==> src/stq_pkg.sv <==
`timescale 1ns / 1ps

package stq_pkg;

  localparam int KIND_W   = 2;
  localparam int ID_W     = 8;
  localparam int TIME_W   = 32;
  localparam int SYS_W    = 64;
  localparam int PERIOD_W = 10;

  localparam logic [KIND_W-1:0] KIND_TICK       = 2'd0;
  localparam logic [KIND_W-1:0] KIND_INS_SIGNED = 2'd1;
  localparam logic [KIND_W-1:0] KIND_INS_REL    = 2'd2;
  localparam logic [KIND_W-1:0] KIND_INS_ABS    = 2'd3;

  localparam logic STATUS_EXPIRED = 1'b0;
  localparam logic STATUS_DROPPED = 1'b1;

  localparam logic [TIME_W-1:0]   TIMEOUT_FOREVER = 32'hFFFF_FFFF;
  localparam logic [TIME_W-1:0]   REACH_LIMIT     = 32'h7FFF_FFFF;
  localparam logic [PERIOD_W-1:0] PERIOD_RESET    = 10'd1;

  localparam int MAX_RESULTS = 16;
  localparam int RES_W       = $clog2(MAX_RESULTS + 1);

  typedef struct packed {
    logic [TIME_W-1:0] tstamp;
    logic [ID_W-1:0]   ident;
    logic              notify;
  } entry_t;

  typedef struct packed {
    logic ins;
    logic pop;
  } cell_ctl_t;

  typedef enum logic [2:0] {
    ST_IDLE = 3'b001,
    ST_INS  = 3'b010,
    ST_POP  = 3'b100
  } state_t;

endpackage

==> src/stq_cell.sv <==
`timescale 1ns / 1ps

module stq_cell (
  input  logic                        clk,
  input  stq_pkg::cell_ctl_t          ctl_i,
  input  stq_pkg::entry_t             prev_i,
  input  stq_pkg::entry_t             next_i,
  input  stq_pkg::entry_t             new_i,
  input  logic [stq_pkg::TIME_W-1:0]  key_i,
  input  logic [stq_pkg::TIME_W-1:0]  ofs_i,
  input  logic                        valid_i,
  input  logic                        found_i,
  output stq_pkg::entry_t             entry_o,
  output logic                        found_o
);
  import stq_pkg::*;

  entry_t            entry_r;
  entry_t            entry_nxt;
  logic [TIME_W-1:0] own_key;
  logic              take;
  logic              hit;

  // An empty cell, or one whose entry is strictly later than the new one,
  // is a candidate; the first candidate in the row receives the new entry.
  assign own_key = entry_r.tstamp - ofs_i;
  assign take    = !valid_i || (key_i < own_key);
  assign hit     = take && !found_i;
  assign found_o = found_i || take;
  assign entry_o = entry_r;

  always_comb begin
    entry_nxt = entry_r;
    if (ctl_i.ins) begin
      if (hit) begin
        entry_nxt = new_i;
      end else if (found_i) begin
        entry_nxt = prev_i;
      end
    end else if (ctl_i.pop) begin
      entry_nxt = next_i;
    end
  end

  always_ff @(posedge clk) begin
    entry_r <= entry_nxt;
  end

endmodule

==> src/sorted_timer_event_queue.sv <==
`timescale 1ns / 1ps

// Channel   Ports                                         Handshake
// input     in_kind, in_event_id, in_time_value,          start & !busy
//           in_has_callback
// result    out_expired_id, out_status, out_last,         out_valid, one cycle
//           out_tick_time
// config    cfg_wdata                                     cfg_we
//
// An insert forms the expiry key on acceptance and the cell row shifts in the
// next cycle, unless the row is full and the insert is dropped. A forever timeout is accepted without leaving idle.
// A tick advances the time on acceptance and then pops the head entries that are due;
// the row pops one entry per cycle. Reset clears time, count and control state.
// Results cannot be stalled; each is presented for exactly one cycle.
module sorted_timer_event_queue #(
  parameter int QUEUE_DEPTH = 16
) (
  input  logic                          clk,
  input  logic                          rst_n,
  input  logic                          start,
  output logic                          busy,
  input  logic [stq_pkg::KIND_W-1:0]    in_kind,
  input  logic [stq_pkg::ID_W-1:0]      in_event_id,
  input  logic [stq_pkg::TIME_W-1:0]    in_time_value,
  input  logic                          in_has_callback,
  input  logic                          cfg_we,
  input  logic [stq_pkg::PERIOD_W-1:0]  cfg_wdata,
  output logic                          out_valid,
  output logic [stq_pkg::ID_W-1:0]      out_expired_id,
  output logic                          out_status,
  output logic                          out_last,
  output logic [stq_pkg::TIME_W-1:0]    out_tick_time
);
  import stq_pkg::*;

  localparam int CNT_W = $clog2(QUEUE_DEPTH + 1);

  state_t              state_r, state_nxt;
  logic [SYS_W-1:0]    sys_time_r, sys_time_nxt;
  logic [PERIOD_W-1:0] period_r, period_nxt;
  logic [CNT_W-1:0]    cnt_r, cnt_nxt;
  logic [RES_W-1:0]    n_r, n_nxt;
  logic                pend_valid_r, pend_valid_nxt;
  logic [ID_W-1:0]     pend_id_r, pend_id_nxt;
  entry_t              new_r, new_nxt;
  logic [TIME_W-1:0]   key_r, key_nxt;
  logic [TIME_W-1:0]   ofs_r, ofs_nxt;

  logic                out_valid_r, out_valid_nxt;
  logic [ID_W-1:0]     out_id_r, out_id_nxt;
  logic                out_status_r, out_status_nxt;
  logic                out_last_r, out_last_nxt;
  logic [TIME_W-1:0]   out_time_r, out_time_nxt;

  logic [TIME_W-1:0]   cur_lo;
  logic [TIME_W-1:0]   rel_sum;
  logic                forever_tmo;
  logic                full;
  logic                reached;
  logic                pop_go;
  cell_ctl_t           ctl;
  entry_t              cell_q [QUEUE_DEPTH];
  logic                found [QUEUE_DEPTH+1];

  assign cur_lo      = sys_time_r[TIME_W-1:0];
  assign rel_sum     = in_time_value + TIME_W'(period_r);
  assign forever_tmo = (in_kind == KIND_INS_SIGNED) && (in_time_value == TIMEOUT_FOREVER);
  assign full        = (cnt_r == CNT_W'(QUEUE_DEPTH));
  assign reached     = ((cur_lo - cell_q[0].tstamp) <= REACH_LIMIT);
  assign pop_go      = (cnt_r != '0) && reached && (n_r < RES_W'(MAX_RESULTS));

  assign ctl.ins  = (state_r == ST_INS) && !full;
  assign ctl.pop  = (state_r == ST_POP) && pop_go;
  assign found[0] = 1'b0;

  for (genvar i = 0; i < QUEUE_DEPTH; i++) begin : g_cell
    stq_cell u_cell (
      .clk     (clk),
      .ctl_i   (ctl),
      .prev_i  ((i == 0) ? new_r : cell_q[(i == 0) ? 0 : i-1]),
      .next_i  (cell_q[(i == QUEUE_DEPTH-1) ? i : i+1]),
      .new_i   (new_r),
      .key_i   (key_r),
      .ofs_i   (ofs_r),
      .valid_i (cnt_r > CNT_W'(i)),
      .found_i (found[i]),
      .entry_o (cell_q[i]),
      .found_o (found[i+1])
    );
  end

  always_comb begin
    state_nxt      = state_r;
    sys_time_nxt   = sys_time_r;
    period_nxt     = period_r;
    cnt_nxt        = cnt_r;
    n_nxt          = n_r;
    pend_valid_nxt = pend_valid_r;
    pend_id_nxt    = pend_id_r;
    new_nxt        = new_r;
    key_nxt        = key_r;
    ofs_nxt        = ofs_r;
    out_valid_nxt  = 1'b0;
    out_id_nxt     = out_id_r;
    out_status_nxt = out_status_r;
    out_last_nxt   = out_last_r;
    out_time_nxt   = out_time_r;

    if (cfg_we) begin
      period_nxt = cfg_wdata;
    end

    unique case (state_r)
      ST_IDLE: begin
        if (start) begin
          if (in_kind == KIND_TICK) begin
            sys_time_nxt   = sys_time_r + SYS_W'(period_r);
            n_nxt          = '0;
            pend_valid_nxt = 1'b0;
            state_nxt      = ST_POP;
          end else if (!forever_tmo) begin
            // Keys are offsets from a window that opens REACH_LIMIT
            // below the current time, so plain unsigned compares sort them.
            new_nxt.ident  = in_event_id;
            new_nxt.notify = in_has_callback;
            ofs_nxt        = cur_lo - REACH_LIMIT;
            if (in_kind == KIND_INS_ABS) begin
              new_nxt.tstamp = in_time_value;
              key_nxt        = in_time_value - cur_lo + REACH_LIMIT;
            end else begin
              new_nxt.tstamp = cur_lo + rel_sum;
              key_nxt        = rel_sum + REACH_LIMIT;
            end
            state_nxt = ST_INS;
          end
        end
      end
      ST_INS: begin
        if (full) begin
          out_valid_nxt  = 1'b1;
          out_id_nxt     = new_r.ident;
          out_status_nxt = STATUS_DROPPED;
          out_last_nxt   = 1'b1;
          out_time_nxt   = cur_lo;
        end else begin
          cnt_nxt = cnt_r + CNT_W'(1);
        end
        state_nxt = ST_IDLE;
      end
      ST_POP: begin
        // A captured result is held back until the next one is captured or the pass ends,
        // so that the final one of the tick can be flagged as last.
        if (pop_go) begin
          cnt_nxt = cnt_r - CNT_W'(1);
          if (cell_q[0].notify) begin
            if (pend_valid_r) begin
              out_valid_nxt  = 1'b1;
              out_id_nxt     = pend_id_r;
              out_status_nxt = STATUS_EXPIRED;
              out_last_nxt   = 1'b0;
              out_time_nxt   = cur_lo;
            end
            pend_valid_nxt = 1'b1;
            pend_id_nxt    = cell_q[0].ident;
            n_nxt          = n_r + RES_W'(1);
          end
        end else begin
          if (pend_valid_r) begin
            out_valid_nxt  = 1'b1;
            out_id_nxt     = pend_id_r;
            out_status_nxt = STATUS_EXPIRED;
            out_last_nxt   = 1'b1;
            out_time_nxt   = cur_lo;
          end
          pend_valid_nxt = 1'b0;
          state_nxt      = ST_IDLE;
        end
      end
      default: begin
        state_nxt = ST_IDLE;
      end
    endcase
  end

  always_ff @(posedge clk) begin
    if (!rst_n) begin
      state_r      <= ST_IDLE;
      sys_time_r   <= '0;
      period_r     <= PERIOD_RESET;
      cnt_r        <= '0;
      n_r          <= '0;
      pend_valid_r <= 1'b0;
      out_valid_r  <= 1'b0;
    end else begin
      state_r      <= state_nxt;
      sys_time_r   <= sys_time_nxt;
      period_r     <= period_nxt;
      cnt_r        <= cnt_nxt;
      n_r          <= n_nxt;
      pend_valid_r <= pend_valid_nxt;
      out_valid_r  <= out_valid_nxt;
    end
  end

  always_ff @(posedge clk) begin
    pend_id_r    <= pend_id_nxt;
    new_r        <= new_nxt;
    key_r        <= key_nxt;
    ofs_r        <= ofs_nxt;
    out_id_r     <= out_id_nxt;
    out_status_r <= out_status_nxt;
    out_last_r   <= out_last_nxt;
    out_time_r   <= out_time_nxt;
  end

  assign busy           = (state_r != ST_IDLE);
  assign out_valid      = out_valid_r;
  assign out_expired_id = out_id_r;
  assign out_status     = out_status_r;
  assign out_last       = out_last_r;
  assign out_tick_time  = out_time_r;

endmodule

==> config.mk <==
export PLATFORM = sky130hd
export DESIGN_NAME = sorted_timer_event_queue
export DESIGN_NICKNAME = d
export VERILOG_FILES = /design/src/stq_pkg.sv /design/src/stq_cell.sv /design/src/sorted_timer_event_queue.sv
export SDC_FILE = /design/constraint.sdc
export NUM_CORES = 2
export LEC_CHECK = 0
export BUFFER_PORTS_ARGS = -buffer_cell sky130_fd_sc_hd__buf_2
export CAP_MARGIN = 20
export CORE_ASPECT_RATIO = 1.2
export CORE_MARGIN = 4
export CORE_UTILIZATION = 30
export DETAILED_ROUTE_END_ITERATION = 7
export PLACE_DENSITY = 0.47
export SETUP_SLACK_MARGIN = 0.3
export SYNTH_ARGS = -nofsm -noshare
export SYNTH_HDL_FRONTEND = slang
export SYNTH_SLANG_ARGS = --single-unit
==> constraint.sdc <==
create_clock -name clk -period 14.5 [get_ports clk]
set_input_delay 0 -clock clk [delete_from_list [all_inputs] [get_ports clk]]
set_output_delay 0 -clock clk [all_outputs]
set_load 0.005 [all_outputs]
# [Yosys cells after proc, flatten, opt, wreduce, memory -nomap -nowiden]
# Cells that the tools add are included.
[totals] elab_cells=381 regBits=900 input_bits=57 out_inout_bits=44
[classes] n_reduce_logical=113 addsub=27 mux=106 n_eq_ne=34 bitwise_logic=2 order_cmp=34
[op_table] op="41-bit 2-to-1 mux" count=61
[op_table] op="32-bit subtractor" count=18
[op_table] op="32-bit < comparator" count=16
[op_table] op="32-bit 2-to-1 mux" count=6
[op_table] op="32-bit by 31-bit adder with 32-bit output, second input constant" count=2
[op_table] op="64-bit by 10-bit adder with 64-bit output" count=1
[op_table] op="32-bit one-hot mux with 2 select lines" count=1
[op_table] op="3-bit by 1-bit != test with 1-bit output, second input constant" count=15
[op_table] op="5-bit by 4-bit > comparator with 1-bit output, second input constant" count=8
[op_table] op="32-bit by 10-bit adder with 32-bit output" count=1
[op_table] op="32-bit adder" count=1
[op_table] op="32-bit == test, second input constant" count=1
[op_table] op="32-bit by 31-bit less-or-equal comparator with 1-bit output, second input constant" count=1
[op_table] op="1-bit zero test" count=32
[op_table] op="8-bit 2-to-1 mux" count=4
[op_table] op="2-bit AND reduction" count=16
[op_table] op="32-bit by 31-bit subtractor with 32-bit output, second input constant" count=1
[op_table] op="1-bit logical OR" count=30
[op_table] op="5-bit 2-to-1 mux" count=6
[op_table] op="5-bit by 3-bit > comparator with 1-bit output, second input constant" count=4
[op_table] op="1-bit logical AND" count=20
[op_table] op="5-bit one-hot mux with 2 select lines" count=2
[op_table] op="1-bit 2-to-1 mux" count=16
[op_table] op="8-bit one-hot mux with 2 select lines" count=1
[op_table] op="25 further kinds" count=52

# [Longest topological paths before layout]
[depth] ltp_word=21 depth_mapped=31 mapped_depth_nobuf=29

# [Cells and area by module]
# A second synthesis with hierarchy kept.
[hier_totals] cells_unflattened=9969 area_unflattened_um2=87371.3
[by_module_without_submodules] module="stq_cell (g_cell[11].u_cell ...)" instances=9 seq_area_each_um2=1231.2 area_per_inst_um2=4511.8 cells_each=525
[by_module_without_submodules] module="stq_cell (g_cell[5].u_cell ...)" instances=4 seq_area_each_um2=1231.2 area_per_inst_um2=4420.5 cells_each=493
[by_module_without_submodules] module="sorted_timer_event_queue" instances=1 seq_area_each_um2=5795.6 area_per_inst_um2=15303.4 cells_each=1627
[by_module_without_submodules] module="stq_cell (g_cell[0].u_cell)" instances=1 seq_area_each_um2=1231.2 area_per_inst_um2=4739.5 cells_each=593
[by_module_without_submodules] module="stq_cell (g_cell[7].u_cell)" instances=1 seq_area_each_um2=1231.2 area_per_inst_um2=4524.3 cells_each=527
[by_module_without_submodules] module="stq_cell (g_cell[10].u_cell)" instances=1 seq_area_each_um2=1231.2 area_per_inst_um2=4515.6 cells_each=525

# [Least setup slack after synthesis]
# No wires, ideal clock.
[synth_path] kind="register to register" start="register ofs_r[1]" end="register g_cell[13].u_cell.entry_r (netlist bit g_cell[13].u_cell.entry_o[0]) (enable)" t_required_ns=14.004 setup_time_ns=0.496 path_stages_with_launch=26 synth_period_minus_slack_ns=8.792 path_buffers=0 arrival_ns=8.296 path_slack_ns=5.708 cell_sequence="edfxtp_1 inv_1 fa_1 a21oi_1 o21ai_0 a211oi_1 nor3_1 a31oi_1 o41ai_1 a31oi_1 o21ai_0 nor4_1 o41ai_1 a21oi_1 xor2_1 ha_1 a21o_1 a21oi_1 o21ai_0 nand2_1 a41oi_1 nor2b_1 nand3_1 or2_2 nor2_1 o21ai_0"
[synth_between] elab_chain_len=19 word_cells_on_any_way=58 classes_between="add/sub: 14; order compare: 14; eq/ne: 1; reduce/logical: 29"
[synth_lines] element="start: declaration" line_no="sorted_timer_event_queue.sv:47" text="logic [TIME_W-1:0] ofs_r, ofs_nxt;"
[synth_lines] element="start signal: assignment" line_no="sorted_timer_event_queue.sv:209" text="ofs_r <= ofs_nxt;"
[synth_lines] element="32-bit subtractor" line_no="stq_cell.sv:26" text="assign own_key = entry_r.tstamp - ofs_i;"
[synth_lines] element="32-bit < comparator" line_no="stq_cell.sv:27" text="assign take = !valid_i || (key_i < own_key);"
[synth_lines] element="1-bit logical OR" line_no="stq_cell.sv:27"
[synth_lines] element="1-bit logical OR (12 in a row)" line_no="stq_cell.sv:29" text="assign found_o = found_i || take;"
[synth_lines] element="1-bit zero test" line_no="stq_cell.sv:28" text="assign hit = take && !found_i;"
[synth_lines] element="1-bit logical AND" line_no="stq_cell.sv:28"
[synth_lines] element="3-bit by 1-bit != test with 1-bit output (no line) (*)"
[synth_lines] element="2-bit AND reduction (no line) (*)"
[synth_lines] element="end signal: assignment" line_no="stq_cell.sv:46" text="entry_r <= entry_nxt;"
[synth_lines] element="end: declaration" line_no="stq_cell.sv:18" text="entry_t entry_r;"
# Every way passes the cells marked *; elsewhere a longest branch is shown, timed or not.
# A chain may end at the register's enable or synchronous reset.

# [Worst setup path after layout]
[layout_path] start="register ofs_r[1]" end="register g_cell[15].u_cell.entry_r (netlist bit g_cell[15].u_cell.entry_o[0]), data pin"
[layout_between] elab_chain_len=20 word_cells_on_any_way=65 classes_between="add/sub: 16; order compare: 16; mux: 1; reduce/logical: 32"
[layout_lines] element="32-bit subtractor" line_no="stq_cell.sv:26"
[layout_lines] element="32-bit < comparator" line_no="stq_cell.sv:27"
[layout_lines] element="1-bit logical OR" line_no="stq_cell.sv:27"
[layout_lines] element="1-bit logical OR (14 in a row)" line_no="stq_cell.sv:29"
[layout_lines] element="1-bit zero test" line_no="stq_cell.sv:28"
[layout_lines] element="1-bit logical AND (*)" line_no="stq_cell.sv:28"
[layout_lines] element="41-bit 2-to-1 mux (*)" line_no="stq_cell.sv:35" text="if (hit) begin"
[layout_lines] element="end signal: assignment" line_no="stq_cell.sv:46"
[layout_lines] element="end: declaration" line_no="stq_cell.sv:18"
# Marked as above.

==> metrics.yaml <==
pwr:
  combPwrFrac_pct: 24.0
  power_uw: 7510
  p_sw_share_pct: 31.2
  ir_worst_vdd_mv: 0.0852
  p_switching_uw: 2340
  powerDensity_nw_per_um2: 83.9
  seq_power_share_pct: 37.9
  p_clk_share_pct: 38.1
  leakage_uw: 0.0380
  internal_power_uw: 5160
yosys:
  ys_dominant_reg_cell: "edfxtp_1"
  ys_ff_latch: 868
  syn_nets: 9907
  postSynthCellCount: 8687
  synth_edf_count: 811
  syn_avg_cell_area_sq_um: 9.20
  syn_area_sq_um: 80000
  ys_types: 86
  synthArstFlopShare_pct: 0
  seq_area_frac_synth_pct: 31.9
  yosysWarnings: 0
cells_and_area:
  final_common_cell: "ha_1"
  multi_input_comb_area_sq_um: 52300
  drive_gt1_share_pct: 5.69
  regArea_sq_um: 25500
  mostFrequentLayoutCells: "ha_1, nand2_1, edfxtp_1, o21ai_0, a21oi_1"
  nets: 10000
  area_delta_synth_final_pct: 11.9
  nFillCells: 27300
sta:
  worst_pin_slew_ns: 1.21
  fin_ws_ns: 5.22
  fmax_ghz: 0.108
  min_period_ns: 9.28
  finalSetupViolations: 0
  whs_ns: 0.118
  relSlewSlack_pct: 19.0
  hold_viol: 0
  rsz0062_at_grt: "false"
  finalSetupTns_ns: 0
  slew_violations: 0
  fin_crit_sh_pct: 64.0
  clock_skew_ns: 0.0328
clocking:
  cts_setup_buffers: 0
  clk-insertion-delay-late_ns: 0.74
  clock-root-buffer: "clkbuf_16"
  clockBufferDepth: 3
  htree_levels: 3
  cts_resized: 0
  cts_buffers: 103
  clkTransAtPathRegs_ns: 0.06
  cts_hold_buf: 86
  cts_sinks: 868
  cts_tree: "built"
drt:
  vias: 67000
  wl_mm: 275
  ant_nets: 0
  drt_iter0_drc: 4384
  avgRoutedWirePerCell_um: 22.1
  drcViolationCount: 0
  vias_per_cell: 5.39
  first_pass_iters: 6
global_routing:
  overflow: 0
  grt.total_usage_pct: 19.3
  grt_start_max_net_pins: 247
  antenna_found_initial: 3
  grt_pass1_wl_mm: 413
  grt_pass1_vias: 69200
setup_path:
  critPathKind: "reg2reg"
  worstPathRequired_ns: 14.97
  arrival_ns: 9.76
  start_kind: "flip-flop"
  end_kind: "flip-flop"
  cp_max_fo: 41
floorplan:
  fp-row-count: 207
  coreArea_sq_um: 265000
  start_util_pct: 30.1
  io_pins: 101
  dieArea_sq_um: 275000
  die_h_um: 574
  dieWidth_um: 479
run_status:
  status: "finished clean"
min_path:
  hp-class: "in2reg"
placed_design:
  dp_worst_setup_slack_ns: 4.92
  gp_congestion: 0.892
  port_buffers: 100
  hpwl_mm: 217
job:
  cap_violations: 0
[final timing paths]
path | startpoint | endpoint | slack, ns | cells past startpoint
hold / removal | in_has_callback | new_r[0] | 0.12 | 2
setup reg to reg | ofs_r[1] | g_cell[15].u_cell.entry_o[0] | 5.22 | 27
hold reg to reg | g_cell[0].u_cell.entry_o[4] | pend_id_r[3] | 0.45 | 0
setup / recovery | ofs_r[1] | g_cell[15].u_cell.entry_o[0] | 5.22 | 27
[cells by family (layout without fill, tap and decap cells)]
group	count (synthesis)	in the layout	share of synthesized area [%]
xor+xnor	632	632	6.92
buf+inv	622	822	3.05
other cells	0	4	0
compound gates	2539	2539	19.7
flops	868	868	31.9
simple gates	2344	2344	13.5
fa+ha+maj	1163	1163	18.4
mux	519	519	6.58
[sequential cells by signal, indices dropped and copies added, names as in the netlist]
register and count:
out_status 1, ofs_r 32, new_r 41, period_r 10, state_r 3, n_r 5
pend_id_r 8, out_expired_id 8, sys_time_r 32, cnt_r 5, g_cell.u_cell.entry_o 656, pend_valid_r 1
key_r 32, out_tick_time 32, out_last 1, out_valid 1
[through the flow]
step / util [%] / cell area [sq um] / std cells
5_1_grt: 33.7 / 89400 / 12400
2_1_floorplan: - / 80000 / 8687
3_5_place_dp: 32.0 / 84900 / 12200
3_3_place_gp: 32.0 / 84900 / 12200
6_report: 33.7 / 89400 / 12400
4_1_cts: 33.7 / 89400 / 12400
[cell usage after synthesis, types with 168 or more instances]
library cell	number	area, sq um
a21o_1	351	2640
clkbuf_1	250	938
o211ai_1	168	1260
xor2_1	294	2570
edfxtp_1	811	24400
nor2_1	376	1410
xnor2_1	338	2960
a21oi_1	587	2940
o21ai_0	727	3640
nand3_1	236	1180
inv_1	308	1160
ha_1	1143	14300
nand2_1	1063	3990
mux2i_1	468	4680
[power groups by stage]
stage	clock, uW	sequential, uW	combinational (uW)
floorplan	0	2880	1220
detailed placement	0	2890	1780
global placement	0	2890	1740
finish	2860	2840	1800
CTS	2940	2840	1810
global route	3030	2850	2010
[per-layer routing]
metal	vias up	wire length (um)	track usage, %
li1	32600	-	-
met1	32500	116000	23.6
met2	1512	137000	34.8
met3	457	9220	1.47
met4	0	12200	7.92
met5	-	0	0
[layout make-up]
class	instances	share of cell area (%)
timing repair buffer	322	2.71
inverter	308	1.29
antenna	4	0.0112
clock inverter	61	0.804
sequential	868	28.5
clock buffer	131	3.27
multi-input combinational	7197	58.4
tap	3553	4.97
[critical path, cell delays in order (launching register included)]
cell and delay [ns]:
edfxtp_1 0.36, inv_1 0.06, buf_4 0.45, ha_1 0.34, nor2b_1 0.13, o21ai_0 0.27
a21oi_1 0.19, o21ai_0 0.49, o31ai_1 0.23, o211ai_1 0.48, o21ai_0 0.29, a21oi_1 0.35
o21ai_0 0.21, a211o_1 0.34, o31ai_1 0.25, xnor2_1 0.13, ha_1 0.32, nand4_1 0.16
nor4_1 0.78, nand2_1 0.26, nor2_1 0.42, a2111oi_0 0.14, a31oi_1 0.57, nand2_1 0.20
nor4_2 0.57, nand2_2 0.09, buf_4 0.33, mux2_1 0.42
Note: power is estimated with default switching activity, not from simulation.
